===== src/tt_pkg.sv =====
// Shared types and constants for the text tokenizer.
package tt_pkg;

	localparam int MAX_RES = 4;
	localparam int RES_IDX_W = $clog2(MAX_RES);
	localparam int RES_CNT_W = $clog2(MAX_RES + 1);
	localparam int QDEPTH = 4;

	localparam logic [2:0] MODE_SKIP    = 3'd0;
	localparam logic [2:0] MODE_SLASH   = 3'd1;
	localparam logic [2:0] MODE_COMMENT = 3'd2;
	localparam logic [2:0] MODE_QUOTED  = 3'd3;
	localparam logic [2:0] MODE_WORD    = 3'd4;

	localparam logic [1:0] KIND_BYTE = 2'd0;
	localparam logic [1:0] KIND_END  = 2'd1;
	localparam logic [1:0] KIND_EOT  = 2'd2;

	localparam logic [7:0] CH_NUL    = 8'h00;
	localparam logic [7:0] CH_NL     = 8'h0a;
	localparam logic [7:0] CH_SPACE  = 8'h20;
	localparam logic [7:0] CH_QUOTE  = 8'h22;
	localparam logic [7:0] CH_APOS   = 8'h27;
	localparam logic [7:0] CH_LPAREN = 8'h28;
	localparam logic [7:0] CH_RPAREN = 8'h29;
	localparam logic [7:0] CH_SLASH  = 8'h2f;
	localparam logic [7:0] CH_COLON  = 8'h3a;
	localparam logic [7:0] CH_LBRACE = 8'h7b;
	localparam logic [7:0] CH_RBRACE = 8'h7d;

	typedef struct packed {
		logic [1:0] kind;
		logic [7:0] tok;
		logic       quoted;
	} res_t;

	// All results that one text byte causes, in order.
	typedef struct packed {
		logic [RES_CNT_W-1:0]         count;
		res_t [MAX_RES-1:0]           res;
	} batch_t;

	typedef struct packed {
		logic full;
		logic empty;
	} q_status_t;

endpackage


===== src/tt_front.sv =====
// Front end: accepts text bytes, tracks scan mode and builds result batches.
module tt_front import tt_pkg::*; (
	input  logic       clk,
	input  logic       arst_n,
	input  logic       in_valid,
	input  logic [7:0] in_byte,
	input  q_status_t  q_stat,
	output logic       in_ready,
	output logic       push,
	output batch_t     push_batch
);

	logic [2:0] mode_q;
	logic [2:0] mode_d;
	logic       is_zero, is_sp, is_single;
	res_t [2:0]           w_res;
	logic [1:0]           w_cnt;
	logic [2:0]           w_mode;
	logic                 accept;

	assign in_ready = !q_stat.full;
	assign accept   = in_valid && in_ready;

	always_comb begin
		is_zero   = (in_byte == CH_NUL);
		is_sp     = (in_byte <= CH_SPACE) || in_byte[7];
		is_single = (in_byte == CH_LBRACE) || (in_byte == CH_RBRACE) ||
			(in_byte == CH_LPAREN) || (in_byte == CH_RPAREN) ||
			(in_byte == CH_APOS) || (in_byte == CH_COLON);
	end

	// Results of a byte that follows a word byte.
	always_comb begin
		w_res  = '0;
		w_cnt  = 2'd1;
		w_mode = MODE_SKIP;
		w_res[0].kind = KIND_END;
		if (is_zero) begin
			w_res[1].kind = KIND_EOT;
			w_cnt = 2'd2;
		end else if (is_single) begin
			w_res[1].kind = KIND_BYTE;
			w_res[1].tok  = in_byte;
			w_res[2].kind = KIND_END;
			w_cnt = 2'd3;
		end else if (!is_sp) begin
			w_res[0].kind = KIND_BYTE;
			w_res[0].tok  = in_byte;
			w_mode = MODE_WORD;
		end
	end

	always_comb begin
		mode_d     = mode_q;
		push_batch = '0;
		unique case (mode_q)
			MODE_SLASH: begin
				if (in_byte == CH_SLASH) begin
					mode_d = MODE_COMMENT;
				end else begin
					push_batch.res[0].kind = KIND_BYTE;
					push_batch.res[0].tok  = CH_SLASH;
					push_batch.res[3:1]    = w_res;
					push_batch.count       = RES_CNT_W'(w_cnt) + RES_CNT_W'(1);
					mode_d = w_mode;
				end
			end
			MODE_COMMENT: begin
				if (is_zero) begin
					push_batch.res[0].kind = KIND_EOT;
					push_batch.count = RES_CNT_W'(1);
					mode_d = MODE_SKIP;
				end else if (in_byte == CH_NL) begin
					mode_d = MODE_SKIP;
				end
			end
			MODE_QUOTED: begin
				push_batch.res[0].quoted = 1'b1;
				push_batch.count = RES_CNT_W'(1);
				if (in_byte == CH_QUOTE) begin
					push_batch.res[0].kind = KIND_END;
					mode_d = MODE_SKIP;
				end else if (is_zero) begin
					push_batch.res[0].kind = KIND_END;
					push_batch.res[1].kind = KIND_EOT;
					push_batch.count = RES_CNT_W'(2);
					mode_d = MODE_SKIP;
				end else begin
					push_batch.res[0].kind = KIND_BYTE;
					push_batch.res[0].tok  = in_byte;
				end
			end
			MODE_WORD: begin
				push_batch.res[2:0] = w_res;
				push_batch.count    = RES_CNT_W'(w_cnt);
				mode_d = w_mode;
			end
			default: begin
				if (is_zero) begin
					push_batch.res[0].kind = KIND_EOT;
					push_batch.count = RES_CNT_W'(1);
					mode_d = MODE_SKIP;
				end else if (is_sp) begin
					mode_d = MODE_SKIP;
				end else if (in_byte == CH_SLASH) begin
					mode_d = MODE_SLASH;
				end else if (in_byte == CH_QUOTE) begin
					mode_d = MODE_QUOTED;
				end else if (is_single) begin
					push_batch.res[0].kind = KIND_BYTE;
					push_batch.res[0].tok  = in_byte;
					push_batch.res[1].kind = KIND_END;
					push_batch.count = RES_CNT_W'(2);
					mode_d = MODE_SKIP;
				end else begin
					push_batch.res[0].kind = KIND_BYTE;
					push_batch.res[0].tok  = in_byte;
					push_batch.count = RES_CNT_W'(1);
					mode_d = MODE_WORD;
				end
			end
		endcase
	end

	// Drop bytes that cause no result.
	assign push = accept && (push_batch.count != '0);

	always_ff @(posedge clk or negedge arst_n) begin
		if (!arst_n) begin
			mode_q <= MODE_SKIP;
		end else if (accept) begin
			mode_q <= mode_d;
		end
	end

endmodule


===== src/tt_queue.sv =====
// Short queue of result batches between front and back end.
module tt_queue import tt_pkg::*; (
	input  logic      clk,
	input  logic      arst_n,
	input  logic      push,
	input  batch_t    push_batch,
	input  logic      pop,
	output batch_t    head,
	output q_status_t stat
);

	localparam int PTR_W = $clog2(QDEPTH);
	localparam int CNT_W = $clog2(QDEPTH + 1);

	batch_t             entry_q [QDEPTH];
	logic [PTR_W-1:0]   wr_ptr_q, rd_ptr_q;
	logic [CNT_W-1:0]   cnt_q;

	assign stat.full  = (cnt_q == CNT_W'(QDEPTH));
	assign stat.empty = (cnt_q == '0);
	assign head       = entry_q[rd_ptr_q];

	always_ff @(posedge clk) begin
		if (push) begin
			entry_q[wr_ptr_q] <= push_batch;
		end
	end

	always_ff @(posedge clk or negedge arst_n) begin
		if (!arst_n) begin
			wr_ptr_q <= '0;
			rd_ptr_q <= '0;
			cnt_q    <= '0;
		end else begin
			if (push) begin
				wr_ptr_q <= wr_ptr_q + PTR_W'(1);
			end
			if (pop) begin
				rd_ptr_q <= rd_ptr_q + PTR_W'(1);
			end
			if (push && !pop) begin
				cnt_q <= cnt_q + CNT_W'(1);
			end else if (pop && !push) begin
				cnt_q <= cnt_q - CNT_W'(1);
			end
		end
	end

	a_no_overflow: assert property (@(posedge clk) disable iff (!arst_n)
		push && !pop |-> !stat.full)
		else $error("queue pushed while full");

	a_no_underflow: assert property (@(posedge clk) disable iff (!arst_n)
		pop |-> !stat.empty)
		else $error("queue popped while empty");

	a_count_up: assert property (@(posedge clk) disable iff (!arst_n)
		push && !pop |=> cnt_q == $past(cnt_q) + CNT_W'(1))
		else $error("queue count did not advance on push");

	a_no_empty_batch: assert property (@(posedge clk) disable iff (!arst_n)
		push |-> push_batch.count != '0)
		else $error("empty batch queued");

endmodule


===== src/tt_back.sv =====
// Back end: issues the results of the head batch one request per cycle while out_ready is high.
module tt_back import tt_pkg::*; (
	input  logic       clk,
	input  logic       arst_n,
	input  batch_t     head,
	input  q_status_t  q_stat,
	output logic       pop,
	output logic       out_valid,
	input  logic       out_ready,
	output logic [7:0] out_tok,
	output logic [2:0] out_user,
	output logic       out_last
);

	logic [RES_IDX_W-1:0] idx_q;
	res_t                 cur;
	logic                 fire;

	assign out_valid = !q_stat.empty;
	assign cur       = head.res[idx_q];
	assign out_tok   = cur.tok;
	assign out_user  = {cur.quoted, cur.kind};
	assign out_last  = ({1'b0, idx_q} == head.count - RES_CNT_W'(1));
	assign fire      = out_valid && out_ready;
	assign pop       = fire && out_last;

	// Advance through the batch, restart on its last result.
	always_ff @(posedge clk or negedge arst_n) begin
		if (!arst_n) begin
			idx_q <= '0;
		end else if (fire) begin
			idx_q <= out_last ? '0 : idx_q + RES_IDX_W'(1);
		end
	end

	a_idx_in_batch: assert property (@(posedge clk) disable iff (!arst_n)
		out_valid |-> {1'b0, idx_q} < head.count)
		else $error("result index beyond batch");

	a_idx_idle: assert property (@(posedge clk) disable iff (!arst_n)
		!out_valid |-> idx_q == '0)
		else $error("result index not cleared with queue empty");

endmodule


===== src/text_tokenizer.sv =====
// Top level of the byte-serial text tokenizer.
//
//  channel  dir  handshake          payload
//  s_*      in   s_tvalid/s_tready  tdata = text_byte
//  m_*      out  m_tvalid/m_tready  tdata = token_byte, tuser = kind, in_quotes,
//                                   tlast = last_of_run
//
// One text byte is taken per cycle while the batch queue has room.
// A byte can cause up to 4 results, which leave one at a time on m_*;
// the four-entry queue between front and back end absorbs the burst.
// Bytes that cause no result (whitespace, comment bytes) are not queued.
// Reset returns the scanner to skipping whitespace and empties the queue.
// Output stalls back up through the queue to s_tready only once it is full.
module text_tokenizer import tt_pkg::*; (
	input  logic       clk,
	input  logic       arst_n,
	input  logic       s_tvalid,
	output logic       s_tready,
	input  logic [7:0] s_tdata,   // [7:0] text_byte
	output logic       m_tvalid,
	input  logic       m_tready,
	output logic [7:0] m_tdata,   // [7:0] token_byte
	output logic [2:0] m_tuser,   // [1:0] kind, [2] in_quotes
	output logic       m_tlast
);

	q_status_t q_stat;
	logic      push, pop;
	batch_t    push_batch, head;

	tt_front u_front (
		.clk        (clk),
		.arst_n     (arst_n),
		.in_valid   (s_tvalid),
		.in_byte    (s_tdata),
		.q_stat     (q_stat),
		.in_ready   (s_tready),
		.push       (push),
		.push_batch (push_batch)
	);

	tt_queue u_queue (
		.clk        (clk),
		.arst_n     (arst_n),
		.push       (push),
		.push_batch (push_batch),
		.pop        (pop),
		.head       (head),
		.stat       (q_stat)
	);

	tt_back u_back (
		.clk       (clk),
		.arst_n    (arst_n),
		.head      (head),
		.q_stat    (q_stat),
		.pop       (pop),
		.out_valid (m_tvalid),
		.out_ready (m_tready),
		.out_tok   (m_tdata),
		.out_user  (m_tuser),
		.out_last  (m_tlast)
	);

endmodule


===== config.mk =====
export PLATFORM = sky130hd
export DESIGN_NAME = text_tokenizer
export DESIGN_NICKNAME = d
export VERILOG_FILES = /design/src/tt_pkg.sv /design/src/tt_front.sv /design/src/tt_queue.sv /design/src/tt_back.sv /design/src/text_tokenizer.sv
export SDC_FILE = /design/constraint.sdc
export NUM_CORES = 1
export LEC_CHECK = 0
export ABC_AREA = 1
export BUFFER_PORTS_ARGS = -buffer_cell sky130_fd_sc_hd__clkbuf_2
export CAP_MARGIN = 20
export CORE_ASPECT_RATIO = 1.2
export CORE_MARGIN = 5
export CORE_UTILIZATION = 45
export DETAILED_ROUTE_END_ITERATION = 16
export PLACE_DENSITY = 0.63
export SKIP_CTS_REPAIR_TIMING = 1
export SKIP_LAST_GASP = 1
export SYNTH_ARGS = -nofsm -noshare
export SYNTH_HDL_FRONTEND = slang
export SYNTH_SLANG_ARGS = --single-unit

===== constraint.sdc =====
create_clock -name clk -period 3.4 [get_ports clk]
set_input_delay 0.17 -clock clk [delete_from_list [all_inputs] [get_ports clk]]
set_output_delay 0.17 -clock clk [all_outputs]
set_load 0.02 [all_outputs]

== Word level (Yosys, flattened, before mapping) ==
Memory sizes are Yosys's and may differ from the RTL's.
Cells that the tools add are included.
Word-level totals
  bits in writable memories: 188
  register bits after elaboration: 12
  input port bits: 12
  memories kept: 1
  output and inout port bits: 14
Operators by class
  multiplexer cells: 63
  order comparisons: 2
  reductions and logical operators: 21
  equal/unequal tests: 17
  $add $sub $neg: 7
Memory list
  u_queue.entry_q: words 4, width 47, rd ports 1, clocked after memory_dff 0, write ports 1, RTL line tt_queue.sv:15  | batch_t entry_q [QDEPTH];
Operators by type and width (number)
  2-to-1 mux 3 bit: 20
  == test 8 x 6 -> 1 bit (second input constant): 6
  2-to-1 mux 8 bit: 6
  2-to-1 mux 46 bit: 1
  2-to-1 mux 10 bit: 4
  one-hot mux 8 bit (4 select lines): 1
  2-to-1 mux 2 bit: 15
  one-hot mux 3 bit (4 select lines): 2
  binary-select mux 11 bit (select 2 bit): 1
  2-to-1 mux 11 bit: 2
  one-hot mux 11 bit (2 select lines): 1
  one-hot mux 9 bit (2 select lines): 1
  == test 8 x 7 -> 1 bit (second input constant): 2
  one-hot mux 2 bit (4 select lines): 2
  2-to-1 mux 9 bit: 1
  == test 8 x 4 -> 1 bit (second input constant): 1
  less-or-equal comparator 8 x 6 -> 1 bit (second input constant): 1
  zero test 8 bit: 1
  adder 2 x 1 -> 2 bit (second input constant): 3
  == test 3 x 2 -> 1 bit (second input constant): 2
  == test 3 bit (second input constant): 2
  logical AND 1 bit: 6
  logical OR 1 bit: 6
  2-to-1 mux 1 bit: 6
  12 further kinds: 17

== Logic depth before layout (Yosys ltp) ==
Gate-level depths: netlist of the first run.
  depth after elaboration: 18
  mapped depth: 19
  depth with buffers taken out: 19

== Cells and area by module ==
Synthesis of the first run repeated with hierarchy kept, for this count alone.
Unflattened totals
  cell total of the unflattened synthesis: 882
  area total of the unflattened synthesis: 9749.4 um2
Modules (own cells, without submodules)
  tt_queue: area each 8166.6 um2, instances 1, seq. area each 5820.6 um2, cells an instance 596
  tt_front: area each 1044.8 um2, instances 1, seq. area each 75.1 um2, cells an instance 190
  tt_back: area each 538.0 um2, instances 1, seq. area each 50.0 um2, cells an instance 96

== Least setup slack after synthesis of the first run ==
Ideal clock, no wire load.
  path type: register to register
  from: register u_queue.rd_ptr_q[0]
  to: register u_queue.cnt_q[1]
  stages on the path, launching flop included: 16
  setup time: 0.123 ns
  arrival time: 3.179 ns
  path slack: 0.098 ns
  clock period less this slack: 3.302 ns
  buffers on the path: 3
  cells stage by stage: dfrtp_1 buf_6 inv_4 clkbuf_1 clkbuf_1 nand2_1 a32o_1 ha_1 xnor2_1 nor3_2 nand2_2 ha_1 inv_1 fa_1 nor2_1 a21oi_1
On the way
  word-level cells in the longest chain between the ends: 7
  elaborated cells between the ends (all ways): 9
  classes of those cells: add/sub: 1; eq/ne: 1; mux: 1; reduce/logical: 5; memory: 1
Ends and longest elaborated chain
  start, declared: RTL line tt_queue.sv:16  | logic [PTR_W-1:0] wr_ptr_q, rd_ptr_q;
  start signal, assigned: RTL line tt_queue.sv:39  | rd_ptr_q <= rd_ptr_q + PTR_W'(1);
  memory read (4 x 47 bit) (*)
  subtractor 3 x 1 -> 3 bit (*): RTL line tt_back.sv:23  | assign out_last = ({1'b0, idx_q} == head.count - RES_CNT_W'(1));
  == test 2 x 3 -> 1 bit (*): RTL line tt_back.sv:23
  net m_tlast: RTL line text_tokenizer.sv:24  | output logic m_tlast
  logical AND 1 bit (*): RTL line tt_back.sv:25  | assign pop = fire && out_last;
  zero test 1 bit: RTL line tt_queue.sv:41  | if (push && !pop) begin
  logical AND 1 bit: RTL line tt_queue.sv:41
  2-to-1 mux 3 bit or nonzero test 2 bit (tied branches)
  end signal, assigned: RTL line tt_queue.sv:42  | cnt_q <= cnt_q + CNT_W'(1);
  end signal, assigned: RTL line tt_queue.sv:44  | cnt_q <= cnt_q - CNT_W'(1);
  end, declared: RTL line tt_queue.sv:17  | logic [CNT_W-1:0] cnt_q;
Mark *: on every way through the listed nets, which the timed path passes. The rest lies on a longest branch.
A chain may end at the register's enable or synchronous reset.

== Worst setup path in the final report of the first run ==
  from: register u_queue.rd_ptr_q[0]
  to: register u_queue.cnt_q[2]
On the way
  word-level cells in the longest chain between the ends: 7
  elaborated cells between the ends (all ways): 9
  classes of those cells: add/sub: 1; eq/ne: 1; mux: 1; reduce/logical: 5; memory: 1
Ends and longest elaborated chain (RTL line)
  memory read (4 x 47 bit) (*)
  subtractor 3 x 1 -> 3 bit (*): tt_back.sv:23
  == test 2 x 3 -> 1 bit (*): tt_back.sv:23
  logical AND 1 bit (*): tt_back.sv:25
  zero test 1 bit: tt_queue.sv:41
  logical AND 1 bit: tt_queue.sv:41
  2-to-1 mux 3 bit or nonzero test 2 bit (tied branches)
Every way passes the cells marked *; elsewhere a longest branch is shown, timed or not.

==> results of run 1 <==
-- state kept, by name, summed over array words and instances (netlist names) --
register and cells:
u_front.mode_q 3, u_queue.entry_q 140, u_queue.cnt_q 3, u_queue.rd_ptr_q 2
u_queue.wr_ptr_q 2, u_back.idx_q 2
-- power by group --
| part | internal, mW | switching (mW) |
|---|---|---|
| combinational | 0.749 | 1.62 |
| clock | 1.02 | 0.763 |
| sequential | 2.39 | 0.132 |
| total | 4.16 | 2.52 |
-- synthesized netlist by cell type, drive strengths merged --
cell type,count
nand4,5
o211ai,2
xnor2,3
a21oi,5
nor3,5
inv,57
o22ai,32
a32o,1
nor2,110
clkinv,1
clkbuf,23
nand2,98
o31ai,1
conb,1
nand3,32
fa,1
a21boi,1
dfrtp,12
edfxtp,140
a31oi,2
o221ai,1
buf,5
xor2,4
ha,6
o21ai,82
-- tightest hold or removal path, delay by kind of cell --
| kind | cells | cell delay [ns] |
|---|---|---|
| buf+inv | 2 | 0.12 |
| simple gates | 3 | 0.20 |
-- stage by stage --
| stage | instances | util (%) | setup WS (ns) | power [mW] |
|---|---|---|---|---|
| 2_1_floorplan | 637 | - | 0.0982 | 4.20 |
| 3_3_place_gp | 850 | 48.7 | 0.651 | 4.89 |
| 3_5_place_dp | 851 | 48.7 | 0.567 | 4.96 |
| 4_1_cts | 883 | 52.5 | 0.566 | 6.74 |
| 5_1_grt | 884 | 52.6 | 0.329 | 7.07 |
| 6_report | 884 | 52.6 | 0.564 | 6.68 |
-- worst min-delay path by stage --
| stage | to | startpoint |
|---|---|---|
| global route | u_back.idx_q[0] | m_tready |
| finish | u_back.idx_q[0] | m_tready |
| CTS | u_queue.cnt_q[0] | arst_n |
| floorplan | u_back.idx_q[0] | arst_n |
| global placement | u_back.idx_q[0] | arst_n |
| detailed placement | u_queue.rd_ptr_q[1] | arst_n |
-- logic make-up after synthesis --
logic type / share of synthesized area, %
flops: 65.8
compound gates: 10.2
xor+xnor: 0.895
fa+ha+maj: 1.39
simple gates: 16.6
other cells: 0.0547
buf+inv: 5.04
-- per-layer routing --
layer / track usage [%] / vias to the layer above / part of all wire, %
li1: - / 2255 / -
met1: 23.8 / 2290 / 44
met5: 0 / - / 0
met4: 5.27 / 0 / 1.4
met3: 3.58 / 16 / 4.8
met2: 29.2 / 131 / 50
-- final cells by class --
cell class / instances / share of cell area, %
clock buffer: 17 / 5.41
clock inverter: 15 / 1.78
inverter: 58 / 2.80
multi-input combinational: 399 / 26.0
sequential: 152 / 57.3
tap: 204 / 3.25
timing repair buffer: 39 / 3.44
==> impl_metrics.prom, run 1 <==
# TYPE chip_impl_metric gauge
chip_impl_metric{name="required_time_reported_for_the_critical_path_endpoint",unit="ns"} 3.69
chip_impl_metric{name="n_fill_cell",unit=""} 1348
chip_impl_metric{name="drc",unit=""} 0
chip_impl_metric{name="netlist_area",unit="um2"} 6850
chip_impl_metric{name="die-area",unit="um2"} 17800
chip_impl_metric{name="buffer_ports.inserted",unit=""} 25
chip_impl_metric{name="cp.depth",unit=""} 13
chip_impl_metric{name="grt_first_pass_wirelength",unit="um"} 24100
chip_impl_metric{name="hold-path-cell-count",unit=""} 5
chip_impl_info{name="timing.critical_path.mode_cell",value="ha_1"} 1
chip_impl_metric{name="initial_util",unit="%"} 45.8
chip_impl_info{name="crit-reg2reg-capture",value="u_queue.cnt_q[2]"} 1
chip_impl_metric{name="setup.reg_to_reg.worst_slack",unit="ns"} 0.56
chip_impl_metric{name="report.final.hold_viol_count",unit=""} 0
chip_impl_metric{name="diodes",unit=""} 0
chip_impl_metric{name="synth_seq_area_share",unit="%"} 65.8
chip_impl_info{name="path_class",value="reg -> reg"} 1
chip_impl_metric{name="critical_path.max_stage_delay",unit="ns"} 0.47
chip_impl_info{name="reg2reg_from",value="u_queue.rd_ptr_q[0]"} 1
chip_impl_metric{name="layout-area-overhead-vs-synth",unit="%"} 14.8
chip_impl_info{name="yosys.area.top_type",value="edfxtp_1"} 1
chip_impl_metric{name="grt_overflow",unit=""} 0
chip_impl_metric{name="vias_in_the_first_global_route",unit=""} 4564
chip_impl_metric{name="avgRoutedWirePerCell",unit="um"} 17.2
chip_impl_metric{name="critical_path.n_buffers_inverters",unit=""} 2
chip_impl_metric{name="detailroute.via_count",unit=""} 4692
chip_impl_metric{name="rows",unit=""} 49
chip_impl_metric{name="cts_inserted_buffers",unit=""} 17
chip_impl_metric{name="setup_viol_count_final",unit=""} 0
chip_impl_metric{name="synth_top_area_share",unit="%"} 61.4
chip_impl_info{name="final_common_cell",value="edfxtp_1"} 1
chip_impl_info{name="worst_hold_path_type",value="in -> reg"} 1
chip_impl_info{name="layout_common_cells",value="edfxtp_1 (140), nor2_1 (99), nand2_1 (85)"} 1
chip_impl_info{name="launch_point_of_the_worst_path",value="u_queue.rd_ptr_q[0]"} 1
chip_impl_metric{name="cts.sinks",unit=""} 152
chip_impl_metric{name="ratio_of_cells_with_drive_above_1_in_the_final_layout",unit="%"} 17.5
chip_impl_metric{name="postSynthCellCount",unit=""} 630
chip_impl_metric{name="drt_pass1_iterations",unit=""} 5
chip_impl_metric{name="postSynthRegisterBits",unit=""} 152
chip_impl_metric{name="setup_total_negative_slack",unit="ns"} 0
chip_impl_metric{name="synth.distinct_cells",unit=""} 38
chip_impl_metric{name="cts.path.max_buffers",unit=""} 2
chip_impl_metric{name="grt_use_total",unit="%"} 17.7
chip_impl_metric{name="htree_levels",unit=""} 4
chip_impl_metric{name="route.detailed.vias_per_inst",unit=""} 5.31
chip_impl_info{name="tritoncts",value="built"} 1
chip_impl_metric{name="finalMaxSlewViolations",unit=""} 0
chip_impl_metric{name="core_area",unit="um2"} 15000
chip_impl_metric{name="power_per_cell_area",unit="nW/um2"} 849
chip_impl_metric{name="routabilityCongestion",unit=""} 0.940
chip_impl_info{name="synthTopCellsByArea",value="edfxtp_1 (61%), o21ai_0 (5.7%), nor2_1 (5.4%)"} 1
chip_impl_metric{name="dpl_cell_area",unit="um2"} 7290
chip_impl_info{name="critical_path.endpoint",value="u_queue.cnt_q[2]"} 1
chip_impl_info{name="cts.root.buffer_cell",value="clkbuf_16"} 1
chip_impl_metric{name="p_leak",unit="nW"} 2.98
chip_impl_info{name="run_status",value="finished clean"} 1
chip_impl_metric{name="floorplan.die.width",unit="um"} 123
chip_impl_metric{name="clock_pin_slew_worst_setup_and_hold_paths",unit="ns"} 0.06
chip_impl_info{name="rsz_0062_raised_after_global_routing",value="no"} 1
chip_impl_metric{name="clock-skew-final",unit="ns"} 0.0126
chip_impl_metric{name="min_period",unit="ns"} 2.84
chip_impl_metric{name="finalHoldWorstSlack",unit="ns"} 0.110
chip_impl_metric{name="r2r.worst_path.cells",unit=""} 13
chip_impl_info{name="worstSetupStartpointType",value="flop"} 1
chip_impl_metric{name="worstPathMaxFanout",unit=""} 21
chip_impl_metric{name="totalWireLength",unit="um"} 15200
chip_impl_metric{name="cap_violations",unit=""} 0
chip_impl_metric{name="final_hpwl_from_detailed_placement",unit="um"} 9990
chip_impl_info{name="worst_path_dominant_cell_family",value="adder cells"} 1
chip_impl_info{name="cpMaxStageDelayCell",value="dfrtp_2"} 1
chip_impl_metric{name="detailedRoute.firstIterationViolations",unit=""} 367
chip_impl_metric{name="ir_drop_worst_case_vdd",unit="uV"} 353
chip_impl_metric{name="cp_arrival",unit="ns"} 3.13
chip_impl_info{name="critical_path.cell_chain",value="inv_4, nand2_1, a32o_1, ha_1, xnor2_1, nor3_2, nand2_2, ha_1, inv_1, fa_1, a21oi_1, o21ai_0, xor2_1"} 1
chip_impl_metric{name="antenna_violating_nets_post_route",unit=""} 0
chip_impl_metric{name="syn-mean-instance-area",unit="um2"} 10.9
chip_impl_metric{name="timing.fmax",unit="MHz"} 353
chip_impl_info{name="critical_path.endpoint_type",value="flop"} 1
chip_impl_metric{name="timing.final.crit_share",unit="%"} 83.4
chip_impl_metric{name="fin_nets",unit=""} 686
chip_impl_metric{name="ys.warnings.count",unit=""} 0
chip_impl_metric{name="combined_flip_flop_and_latch_cell_area",unit="um2"} 4510
chip_impl_metric{name="multi_input_logic_area",unit="um2"} 2050
chip_impl_metric{name="boundaryPins",unit=""} 26
chip_impl_metric{name="die_y",unit="um"} 145
chip_impl_metric{name="clock_insertion_delay_worst_skew",unit="ns"} 0.42
chip_impl_metric{name="fin_area",unit="um2"} 7860
chip_impl_metric{name="max_slew.worst_pin.slew",unit="ns"} 0.753
chip_impl_metric{name="grt_max_degree",unit=""} 65
chip_impl_metric{name="slew_headroom",unit="%"} 49.6
chip_impl_metric{name="antenna_found_initial",unit=""} 0
Note: power is estimated with default switching activity, not from simulation.
==> run 2: changes to the inputs <==
Settings changed: PLACE_DENSITY 0.63 to 0.65.
Clock period 3.4 ns to 2.51 ns, I/O delays scaled along.
==> run 2 against run 1 <==
  * Via count up 0.49%
  * Wire length decreased by 0.24%
  * Clock-buffer cell count unchanged
  * Sequential power up 36%
  * Design area increased by 2.9%
  * Largest power group is now combinational cells
  * Sequential share of layout area shrank 1.6 points
  * Clock power grew 34%
  * Register-to-register slack worse by 0.49 ns
  * Power up 41%
  * Core utilization up 1.5 points
  * Largest cell class unchanged
  * First-iteration DRC count fell by 1.9%
==> impl_metrics.prom, run 2 (synthesis results as in run 1) <==
# TYPE chip_impl_metric gauge
chip_impl_info{name="tritoncts",value="built"} 1
chip_impl_metric{name="setup.reg_to_reg.worst_slack",unit="ns"} 0.07
chip_impl_metric{name="clock_pin_slew_worst_setup_and_hold_paths",unit="ns"} 0.06
chip_impl_metric{name="grt_use_total",unit="%"} 17.7
chip_impl_info{name="layout_common_cells",value="edfxtp_1 (140), nor2_1 (99), nand2_1 (84)"} 1
chip_impl_metric{name="die_y",unit="um"} 145
chip_impl_metric{name="timing.fmax",unit="MHz"} 410
chip_impl_metric{name="r2r.worst_path.cells",unit=""} 13
chip_impl_info{name="largest_registers",value="u_queue.entry_q (140), u_front.mode_q (3), u_queue.cnt_q (3)"} 1
chip_impl_info{name="critical_path.endpoint_type",value="flop"} 1
chip_impl_metric{name="boundaryPins",unit=""} 26
chip_impl_metric{name="route.detailed.vias_per_inst",unit=""} 5.24
chip_impl_metric{name="rows",unit=""} 49
chip_impl_info{name="rsz_0062_raised_after_global_routing",value="yes"} 1
chip_impl_metric{name="finalHoldWorstSlack",unit="ns"} 0.0708
chip_impl_info{name="registers.top_by_ff_count",value="u_queue.entry_q"} 1
chip_impl_metric{name="power_per_cell_area",unit="nW/um2"} 1170
chip_impl_metric{name="min_period",unit="ns"} 2.44
chip_impl_metric{name="p_leak",unit="nW"} 3.08
chip_impl_metric{name="drt_pass1_iterations",unit=""} 4
chip_impl_metric{name="fin_nets",unit=""} 702
chip_impl_info{name="run_status",value="finished clean"} 1
chip_impl_metric{name="setup_viol_count_final",unit=""} 0
chip_impl_metric{name="pwr-share-seq",unit="%"} 36.3
chip_impl_metric{name="buffer_ports.inserted",unit=""} 25
chip_impl_metric{name="diodes",unit=""} 0
chip_impl_metric{name="layout-area-overhead-vs-synth",unit="%"} 18.1
chip_impl_metric{name="power.switching",unit="mW"} 3.53
chip_impl_metric{name="max_slew.worst_pin.slew",unit="ns"} 0.602
chip_impl_metric{name="share_clk_of_total_power",unit="%"} 25.2
chip_impl_metric{name="core_area",unit="um2"} 15000
chip_impl_info{name="crit-reg2reg-capture",value="u_queue.cnt_q[2]"} 1
chip_impl_info{name="final_common_cell",value="edfxtp_1"} 1
chip_impl_metric{name="grt_max_degree",unit=""} 49
chip_impl_metric{name="cts_inserted_buffers",unit=""} 17
chip_impl_metric{name="grt_overflow",unit=""} 0
chip_impl_metric{name="drc",unit=""} 0
chip_impl_metric{name="vias_in_the_first_global_route",unit=""} 4657
chip_impl_metric{name="swShare",unit="%"} 37.3
chip_impl_metric{name="report.final.hold_viol_count",unit=""} 0
chip_impl_metric{name="grt_first_pass_wirelength",unit="um"} 23800
chip_impl_metric{name="met3RoutedLength",unit="um"} 628
chip_impl_info{name="critical_path.endpoint",value="u_queue.cnt_q[2]"} 1
chip_impl_metric{name="antenna_found_initial",unit=""} 0
chip_impl_info{name="cts.root.buffer_cell",value="clkbuf_16"} 1
chip_impl_info{name="reg2reg_from",value="u_queue.rd_ptr_q[0]"} 1
chip_impl_metric{name="required_time_reported_for_the_critical_path_endpoint",unit="ns"} 2.81
chip_impl_info{name="topRoutingLayerUsed",value="met4"} 1
chip_impl_metric{name="detailroute.via_count",unit=""} 4715
chip_impl_metric{name="finalMaxSlewViolations",unit=""} 0
chip_impl_info{name="worstSetupStartpointType",value="flop"} 1
chip_impl_metric{name="largest_register_ff_count",unit=""} 140
chip_impl_metric{name="met1Wirelength",unit="um"} 6370
chip_impl_metric{name="die-area",unit="um2"} 17800
chip_impl_metric{name="clock-skew-final",unit="ns"} 0.00750
chip_impl_info{name="worst_hold_path_type",value="in -> reg"} 1
chip_impl_metric{name="initial_util",unit="%"} 45.8
chip_impl_info{name="path_class",value="reg -> reg"} 1
chip_impl_metric{name="ir_drop_worst_case_vdd",unit="uV"} 525
chip_impl_metric{name="ratio_of_cells_with_drive_above_1_in_the_final_layout",unit="%"} 21.4
chip_impl_info{name="hold_path.startpoint",value="m_tready"} 1
chip_impl_metric{name="cts.sinks",unit=""} 152
chip_impl_metric{name="cts.path.max_buffers",unit=""} 2
chip_impl_metric{name="antenna_violating_nets_post_route",unit=""} 0
chip_impl_metric{name="cap_violations",unit=""} 0
chip_impl_metric{name="worstPathMaxFanout",unit=""} 8
chip_impl_metric{name="combinationalPowerShare",unit="%"} 38.5
chip_impl_metric{name="htree_levels",unit=""} 4
chip_impl_metric{name="avgRoutedWirePerCell",unit="um"} 16.9
chip_impl_metric{name="floorplan.die.width",unit="um"} 123
chip_impl_metric{name="routabilityCongestion",unit=""} 0.845
chip_impl_metric{name="timing.final.crit_share",unit="%"} 97.1
chip_impl_metric{name="detailedRoute.firstIterationViolations",unit=""} 360
chip_impl_metric{name="final_core_util",unit="%"} 54.1
chip_impl_metric{name="met2_wire_len",unit="um"} 7850
chip_impl_metric{name="slew_headroom",unit="%"} 59.9
chip_impl_metric{name="final_hpwl_from_detailed_placement",unit="um"} 9710
chip_impl_info{name="launch_point_of_the_worst_path",value="u_queue.rd_ptr_q[0]"} 1
chip_impl_metric{name="cp_arrival",unit="ns"} 2.74
chip_impl_metric{name="cellInternalPower",unit="mW"} 5.92
chip_impl_metric{name="clock_insertion_delay_worst_skew",unit="ns"} 0.41
chip_impl_metric{name="totalWireLength",unit="um"} 15200
[run 2: cell count changes in the layout (fill, tap and decap cells not counted), sizes merged]
cell / previous run / this run
inv: 63 / 62
buf: 13 / 29
clkinvlp: 5 / 4
clkinv: 4 / 6
[run 2: final cells by class]
cell class	count	area (um2)
Fill cell	1314	6870
Sequential cell	152	4510
Multi-Input combinational cell	399	2120
Clock buffer	17	425
Timing Repair Buffer	55	414
Tap cell	204	255
Inverter	58	225
Clock inverter	15	140
[run 2: per-stage QoR]
step	power (mW)	cells	setup slack, ns	setup TNS [ns]	cell area, um2
5_1_grt	10.0	900	-0.0441	-0.0441	8090
2_1_floorplan	5.91	637	-0.268	-0.513	6980
4_1_cts	9.38	892	-0.00766	-0.00766	7990
3_3_place_gp	6.89	860	0.0323	0	7420
6_report	9.45	900	0.0717	0	8090
3_5_place_dp	6.98	860	0.000833	0	7420
[run 2: worst max-delay path: stages (launching register included)]
cell,delay [ns]
dfrtp_2,0.46
clkinv_4,0.09
nand2_1,0.05
a32o_2,0.25
ha_4,0.29
xnor2_4,0.12
nor3_4,0.05
nand2_2,0.10
ha_4,0.14
inv_4,0.04
fa_2,0.35
a21oi_2,0.16
o21ai_2,0.07
xor2_1,0.14
[run 2: power by group through the flow]
stage	clock network [mW]	registers, mW	logic, mW
floorplan	0	3.38	2.53
global placement	0	3.46	3.43
detailed placement	0	3.47	3.51
CTS	2.43	3.42	3.53
global route	2.55	3.46	4.02
finish	2.38	3.43	3.63
[run 2: how the worst min path moves through the flow]
| stage | end | slack [ns] | depth (start not counted) |
|---|---|---|---|
| detailed placement | u_queue.rd_ptr_q[1] | 0.04 | 1 |
| floorplan | u_back.idx_q[0] | -0.17 | 0 |
| global route | u_back.idx_q[0] | 0.11 | 5 |
| CTS | u_queue.cnt_q[0] | -0.41 | 1 |
| finish | u_back.idx_q[0] | 0.07 | 5 |
| global placement | u_queue.rd_ptr_q[1] | 0.04 | 1 |
[run 2: per-layer routing]
layer | track usage (%) | up-vias
met5 | 0 | -
li1 | - | 2295
met2 | 29.8 | 91
met3 | 3.23 | 24
met1 | 22.1 | 2305
met4 | 7.45 | 0
